--- src/design/ehtu_ram.sv ---
// ----------------------------------------------------------------------------
// ehtu_ram
// Simple dual-port synchronous RAM, one write and one registered read port.
// ----------------------------------------------------------------------------
module ehtu_ram #(
    parameter int WIDTH = 8,
    parameter int DEPTH = 64
) (
    input  logic                     clk,
    input  logic                     we,
    input  logic [$clog2(DEPTH)-1:0] waddr,
    input  logic [WIDTH-1:0]         wdata,
    input  logic [$clog2(DEPTH)-1:0] raddr,
    output logic [WIDTH-1:0]         rdata
);

    logic [WIDTH-1:0] mem [DEPTH];

    // write port
    always_ff @(posedge clk)
    begin
        if (we)
        begin
            mem[waddr] <= wdata;
        end
    end

    // registered read port
    always_ff @(posedge clk)
    begin
        rdata <= mem[raddr];
    end

endmodule

--- config.mk ---
export PLATFORM = sky130hd
export DESIGN_NAME = ehtu_ram
export DESIGN_NICKNAME = d
export VERILOG_FILES = /design/src/design/ehtu_ram.sv
export SDC_FILE = /design/constraint.sdc
export NUM_CORES = 1
export LEC_CHECK = 0
export CAP_MARGIN = 20
export CORE_MARGIN = 2
export CORE_UTILIZATION = 35
export DETAILED_ROUTE_END_ITERATION = 8
export DONT_BUFFER_PORTS = 1
export PLACE_DENSITY_LB_ADDON = 0.05
export SYNTH_ARGS = -nofsm -noshare
export SYNTH_HDL_FRONTEND = slang
export SYNTH_SLANG_ARGS = --single-unit
--- constraint.sdc ---
create_clock -name clk -period 2.4 [get_ports clk]
set_clock_uncertainty 0.1 [all_clocks]
set_input_delay 0.24 -clock clk [delete_from_list [all_inputs] [get_ports clk]]
set_output_delay 0.24 -clock clk [all_outputs]
set_load 0.01 [all_outputs]
Word-level counts from Yosys, hierarchy flattened
Memories as Yosys holds them, arrays and structs flattened. A register that Yosys moved wholly into a read port is not among the register bits. Index checks and enable logic that the tools add are counted.

Register bits: 0. Bits in latches: 0. RAM bits: 512. ROM bits: 0. Bits of input ports: 22. Output and inout port bits: 8. Word-level logic and storage cells: 3. Memories: 1.

$add $sub $neg: 0. Multipliers: 0. Div/mod/pow operators: 0. Order comparisons: 0. Equality and inequality tests: 0. Shift-type cells: 0. Multiplexer cells: 2. Bitwise operators: 0. Reductions and logical operators: 0.

Memory list: mem (depth 64, bits a word 8, read ports 1, clocked after memory_dff 1, wr ports 1, line 17) `logic [WIDTH-1:0] mem [DEPTH];`.

Operators by type and width (count): $mux 1 (2).

Depth between registers and ports, before layout
Gate-level depths: netlist of run 1.

Depth in word-level cells: 2. Mapped depth: 9.

Least setup slack after synthesis of run 1
No wires, ideal clock.

Kind: input port to flip-flop. Start: input port raddr[1]. End: register rdata[3], read port of mem. Setup time: 0.128 ns. Arrival time: 1.780 ns. Required time: 2.172 ns. Slack: 0.392 ns. Stages: 7. Path through: buf_4 -> buf_2 -> buf_2 -> mux4_2 -> mux4_2 -> o21ai_1 -> o41ai_1.

RTL lines: start: declaration (line 13) `input logic [$clog2(DEPTH)-1:0] raddr,`; end: declaration (line 14) `output logic [WIDTH-1:0] rdata`.

==> flow_metrics.py, run 1 <==
metrics = {
    "run_status": {
        "status": "complete, no violations",
    },
    "final_layout": {
        "drive_gt1_frac": 0.294,
        "nets": 1093,
        "syn_to_final_growth_pct": 17.7,
        "fin_area_mm2": 0.0237,
    },
    "cts": {
        "root_buffer": "clkbuf_16",
        "cts-resized-gates": 0,
        "htree_levels": 2,
        "cts_hold_buf": 29,
        "cts_setup_buffers": 0,
        "clk_pin_slew_ns": 0.06,
        "cts_inserted_buffers": 57,
        "clock_sinks": 520,
        "cts_tree": "done",
        "cts_buffer_depth": 3,
        "clk_latency_ns": 0.61,
    },
    "route": {
        "firstDrtPassIters": 4,
        "vias": 9667,
        "first_iter_violations": 752,
        "drc": 0,
        "met2_length_um": 24400,
        "finalWirelength_um": 51900,
        "via_per_inst": 5.16,
        "wl_met3_um": 2050,
        "wl_per_cell_um": 27.7,
        "met1_length_um": 24400,
        "ant_nets": 0,
        "routed.top_layer": "met4",
    },
    "floorplan": {
        "row_count": 87,
        "coreArea_mm2": 0.0567,
        "die_area_mm2": 0.0596,
        "die_w_um": 244,
        "io_pins": 30,
        "start_util": 0.356,
        "die_h_um": 244,
    },
    "global_route": {
        "gr-total-overflow": 0,
        "groute.usage.overall": 0.178,
        "grt_max_degree": 138,
        "antenna_found_initial": 1,
        "first_global_vias": 10100,
        "grt_pass1_wl_um": 75300,
    },
    "power": {
        "ir_worst_vdd_v": 0.000540,
        "power.density_mw_per_mm2": 813,
        "p_leak_nw": 7.53,
    },
    "yosys": {
        "synthArstFlopShare": 0,
        "ys_top_cells_by_area": "edfxtp_1 (76%), mux4_2 (14%), nor2_1 (1.5%), mux2i_1 (1.1%), dfxtp_1 (0.79%)",
        "synth.most_common_cell": "edfxtp_1",
        "yosys-top-cells-count": "edfxtp_1 (512), mux4_2 (126), nor2_1 (83)",
        "yosys.area.top_type": "edfxtp_1",
        "synth_top_area_share": 0.762,
        "synth_edf_count": 512,
        "synth.cell_area_mm2": 0.0202,
        "synth_warnings": 0,
        "syn_area_per_cell_um2": 21.5,
        "ys_seq_area_frac": 0.770,
        "synth_cells": 940,
        "synth_nets": 962,
        "ys_ff_latch": 520,
        "yosysUniqueCellTypes": 40,
        "synth_ff_type": "edfxtp_1",
    },
    "setup_path": {
        "worstSetupStartpointType": "primary input",
        "rr_endpoint": "rdata[4]$_DFF_P_",
        "cp.depth": 7,
        "critPathSlowestCell": "dlygate4sd3_1",
        "crit_required_ns": 2.74,
        "rr_worst_depth": 6,
        "startpoint": "raddr[3]",
        "path_cells": "dlygate4sd3_1 > nand3_1 > buf_4 > o221ai_1 > a21oi_1 > o21ai_0 > nand2_1",
        "cpPeakStageDelay_ns": 1.27,
        "cp_top_family": "buffers and inverters",
        "worst-path-buf-inv": 2,
        "reg2reg_slack_ns": 0.16,
        "criticalPathCategory": "primary input to register",
        "end_kind": "register",
        "cp-endpoint": "rdata[7]$_DFF_P_",
        "crit_arrival_ns": 2.61,
        "worstPathMaxFanout": 32,
        "r2r-start": "mem[63][4]$_DFFE_PP_",
    },
    "placement": {
        "place_area_mm2": 0.0215,
        "place.gp.congestion": 0.697,
        "dp.final_hpwl_um": 28600,
        "port_buffers": 0,
    },
    "min_path": {
        "holdCritPathClass": "primary input to register",
    },
    "sta": {
        "setup_viol": 0,
        "slew_violations": 0,
        "tightestPinTransition_ns": 1.10,
        "fin_crit_ns": 2.27,
        "rsz0062_at_grt": "no",
        "period_share": 0.946,
        "max_freq_mhz": 440,
        "setup_tns_ns": 0,
        "slew_headroom": 0.263,
        "finalHoldViolations": 0,
    },
    "run": {
        "cap_violations": 0,
    },
}
-- routing by layer --
metal  global-route usage  vias to the layer above
met3               0.0311                       66
li1                     -                     4198
met4               0.0479                        0
met1                0.257                     5225
met2                0.279                      178
met5                    0                        -
-- layout by cell type, fill, tap and decap left out, drive strengths merged, types with 8 or more instances in the layout --
cell type and instances:
o22ai 8, clkbuf 70, o221ai 8, dlygate4sd3 20, buf 103, dfxtp 8, mux4 126, mux2i 23
mux2 13, clkinv 30, nor2b 14, edfxtp 512, nand2 19, nor2 83, nand3 13
-- worst min-delay path: stages --
cell and delay [ns]:
mux4_2 0.16, o22ai_1 0.07, nand2_1 0.12, o2bb2ai_1 0.12
-- where the power goes --
group          switching (mW)  total (mW)  internal [mW]
logic                   0.430       0.807          0.376
registers              0.0454        10.1           10.1
clock network            3.56        8.41           4.85
-- flip-flops by register name, summed over array words and instances (netlist names) --
name,flops
mem,512
rdata,8
-- final cells by class --
type                       instances  area [µm²]
antenna                            1        2.50
clock buffer                      70        1540
clock inverter                    36         256
fill                            4990       33000
multi-input combinational        369        4320
sequential                       520       15500
tap                              756         946
timing repair buffer             123        1150
-- cells by family after synthesis --
kind of cell	synth area share
and+or+nand+nor	0.0339
buffers and inverters	0.0157
AOI/OAI and AO/OA	0.0207
DFF	0.770
muxes	0.159
-- through the flow --
stage	setup slack [ns]	total power [mW]	std cells	utilization	hold slack, ns
floorplan	0.392	10.8	940	-	0.239
CTS	0.123	19.6	1874	0.419	0.00137
global placement	0.121	10.9	1739	0.379	0.245
global route	0.0888	20.0	1875	0.419	0.0373
finish	0.129	19.3	1875	0.419	0.0449
detailed placement	0.133	10.9	1739	0.379	0.246
-- how the worst min path moves through the flow --
stage,endpoint,slack [ns],startpoint,cells after the start
after floorplan,mem[0][0]$_DFFE_PP_,0.24,wdata[0],0
after global placement,mem[5][6]$_DFFE_PP_,0.25,wdata[6],0
after detailed placement,mem[16][3]$_DFFE_PP_,0.25,wdata[3],0
after CTS,rdata[6]$_DFF_P_,0.001,raddr[2],4
after global routing,rdata[0]$_DFF_P_,0.04,raddr[2],4
final,rdata[0]$_DFF_P_,0.04,raddr[2],4
Note: power is estimated with default switching activity, not from simulation.
==> inputs of run 2 (changes only) <==
Settings changed: ABC_AREA set to 1.
==> flow_metrics.py, run 2 <==
metrics = {
    "placement": {
        "place.gp.congestion": 0.727,
        "port_buffers": 0,
        "dp.final_hpwl_um": 34100,
        "dp.cells": 2562,
    },
    "yosys": {
        "synth.most_common_cell": "nand2_1",
        "ys_seq_area_frac": 0.728,
        "synth_warnings": 0,
        "synth_cells": 1805,
        "ys_top_cells_by_area": "edfxtp_1 (72%), nand2_1 (11%), nand3_1 (10%), buf_6 (1.8%), nor2_1 (0.99%)",
        "syn_area_per_cell_um2": 11.8,
        "synth_edf_count": 512,
        "yosys.area.top_type": "edfxtp_1",
        "synth_nets": 1827,
        "synthArstFlopShare": 0,
        "yosysUniqueCellTypes": 16,
        "synth_ff_type": "edfxtp_1",
        "yosys-top-cells-count": "nand2_1 (648), edfxtp_1 (512), nand3_1 (439)",
        "synth.cell_area_mm2": 0.0213,
        "synth_top_area_share": 0.720,
        "ys_ff_latch": 520,
    },
    "floorplan": {
        "die_h_um": 251,
        "die_w_um": 251,
        "row_count": 90,
        "start_util": 0.354,
        "die_area_mm2": 0.0630,
        "io_pins": 30,
        "coreArea_mm2": 0.0604,
    },
    "final_layout": {
        "final_cell_mix": "nand2_1 (647), edfxtp_1 (512), nand3_1 (433), buf_4 (80), clkbuf_16 (62)",
        "mostFrequentLayoutCell": "nand2_1",
        "utilization": 0.410,
        "largest_register_ffs": 512,
        "nets": 1894,
        "stdcell_count": 2702,
        "reg_top3": "mem x512, rdata x8",
        "syn_to_final_growth_pct": 16.0,
        "drive_gt1_frac": 0.104,
        "largest-register": "mem",
    },
    "sta": {
        "max_freq_mhz": 403,
        "slew_violations": 0,
        "finalHoldViolations": 0,
        "rsz0062_at_grt": "no",
        "setup_tns_ns": -0.0822,
        "fin_crit_ns": 2.48,
        "tightestPinTransition_ns": 0.863,
        "setup_slack_ns": -0.0822,
        "setup_viol": 1,
        "slew_headroom": 0.424,
        "period_share": 1.03,
    },
    "setup_path": {
        "path_cells": "inv_8 > buf_12 > nand2_1 > nand3_1 > nand3_1 > nand2_1 > nand2_1 > nand3_1 > nand3_1 > nand2_1 > dlygate4sd3_1",
        "rr_worst_depth": 9,
        "crit_required_ns": 2.86,
        "crit_arrival_ns": 2.94,
        "critPathSlowestCell": "dlygate4sd3_1",
        "worstSetupStartpointType": "primary input",
        "rr_endpoint": "rdata[6]$_DFF_P_",
        "cpPeakStageDelay_ns": 0.54,
        "cp_top_family": "buffers and inverters",
        "worstPathMaxFanout": 257,
        "worst-path-buf-inv": 3,
        "end_kind": "register",
        "r2r-start": "mem[11][6]$_DFFE_PP_",
        "reg2reg_slack_ns": 0.28,
        "criticalPathCategory": "primary input to register",
    },
    "global_route": {
        "grt_pass1_wl_um": 94000,
        "first_global_vias": 13600,
        "antenna_found_initial": 1,
        "grt_max_degree": 258,
        "gr-total-overflow": 0,
        "groute.usage.overall": 0.202,
    },
    "route": {
        "wl_per_cell_um": 23.5,
        "finalWirelength_um": 63400,
        "ant_nets": 0,
        "via_per_inst": 5.06,
        "firstDrtPassIters": 7,
        "first_iter_violations": 1077,
        "vias": 13700,
        "drc": 0,
    },
    "run": {
        "cap_violations": 0,
    },
    "cts": {
        "htree_levels": 2,
        "clk_pin_slew_ns": 0.06,
        "clk_latency_ns": 0.61,
        "cts_buffer_depth": 3,
        "clock_sinks": 520,
        "root_buffer": "clkbuf_16",
        "cts_tree": "done",
        "cts_inserted_buffers": 59,
    },
    "run_status": {
        "status": "finished with violations",
        "violations": "negative setup slack",
    },
    "min_path": {
        "min-delay-start": "raddr[3]",
        "hold_depth": 4,
        "holdCritPathClass": "primary input to register",
        "whs_endpoint": "rdata[4]$_DFF_P_",
    },
    "power": {
        "p_leak_nw": 8.93,
        "ir_worst_vdd_v": 0.000607,
        "finalPower_mw": 20.3,
        "power.density_mw_per_mm2": 821,
    },
}
## run 2: cell count changes in the layout (fill, tap and decap cells not counted), moves of 23 or more
cell / delta
nor2_1: -27
nand2_1: +628
nand3_1: +420
mux4_2: -126
mux2i_1: -23
## run 2: how the worst max path moves through the flow
stage / start / end / cells after the start
2_1_floorplan: we / mem[48][0]$_DFFE_PP_ / 3
3_3_place_gp: raddr[0] / rdata[4]$_DFF_P_ / 10
3_5_place_dp: raddr[0] / rdata[4]$_DFF_P_ / 10
4_1_cts: mem[55][6]$_DFFE_PP_ / rdata[6]$_DFF_P_ / 10
5_1_grt: mem[7][6]$_DFFE_PP_ / rdata[6]$_DFF_P_ / 9
6_report: raddr[0] / rdata[6]$_DFF_P_ / 11
## run 2: layout make-up
cell class,instances,area (µm²)
sequential,520,15500
multi-input combinational,1160,5000
tap,782,978
fill,5768,35600
clock buffer,67,1550
clock inverter,41,394
timing repair buffer,119,1240
antenna,1,2.50
inverter,12,55.1
## run 2: per-layer routing
layer	global-route usage	vias up	wire length (µm)
met5	0	-	0
met4	0.0502	0	1200
met3	0.0312	82	2950
met2	0.316	292	28600
met1	0.295	6792	30600
li1	-	6500	-
## run 2: repair_timing
action	4_1_cts	5_1_grt
setup buffers	0	0
hold buffers	32	0
gates resized for setup	0	9
setup endpoints to repair	0	2
endpoints found under the hold margin	576	0
## run 2: through the flow
step,hold WS (ns),instance area [µm²],worst slack [ns]
finish,0.0192,24800,-0.0822
global route,0.0176,24800,0.197
CTS,0.00621,24700,0.0125
detailed placement,0.249,22300,0.334
global placement,0.249,22300,0.323
floorplan,0.239,21300,0.294
## run 2: kinds of logic after synthesis
logic type | after synthesis | synth area share
buf+inv | 125 | 0.0402
flops | 520 | 0.728
simple gates | 1160 | 0.232
## run 2: worst register-to-register path, stage by stage (launching register included)
cell and delay (ns):
edfxtp_1 0.36, nand2_1 0.07, nand3_1 0.07, nand3_1 0.10
nand2_1 0.10, nand2_1 0.07, nand3_1 0.21, nand3_1 0.30
nand2_1 0.08, dlygate4sd3_1 0.55
## run 2: where the power goes
group | internal, mW | total (mW) | leakage [nW] | switching, mW
sequential | 10.1 | 10.1 | 4.67 | 0.0537
combinational | 0.337 | 1.11 | 3.30 | 0.774
clock | 5.44 | 9.12 | 0.963 | 3.67
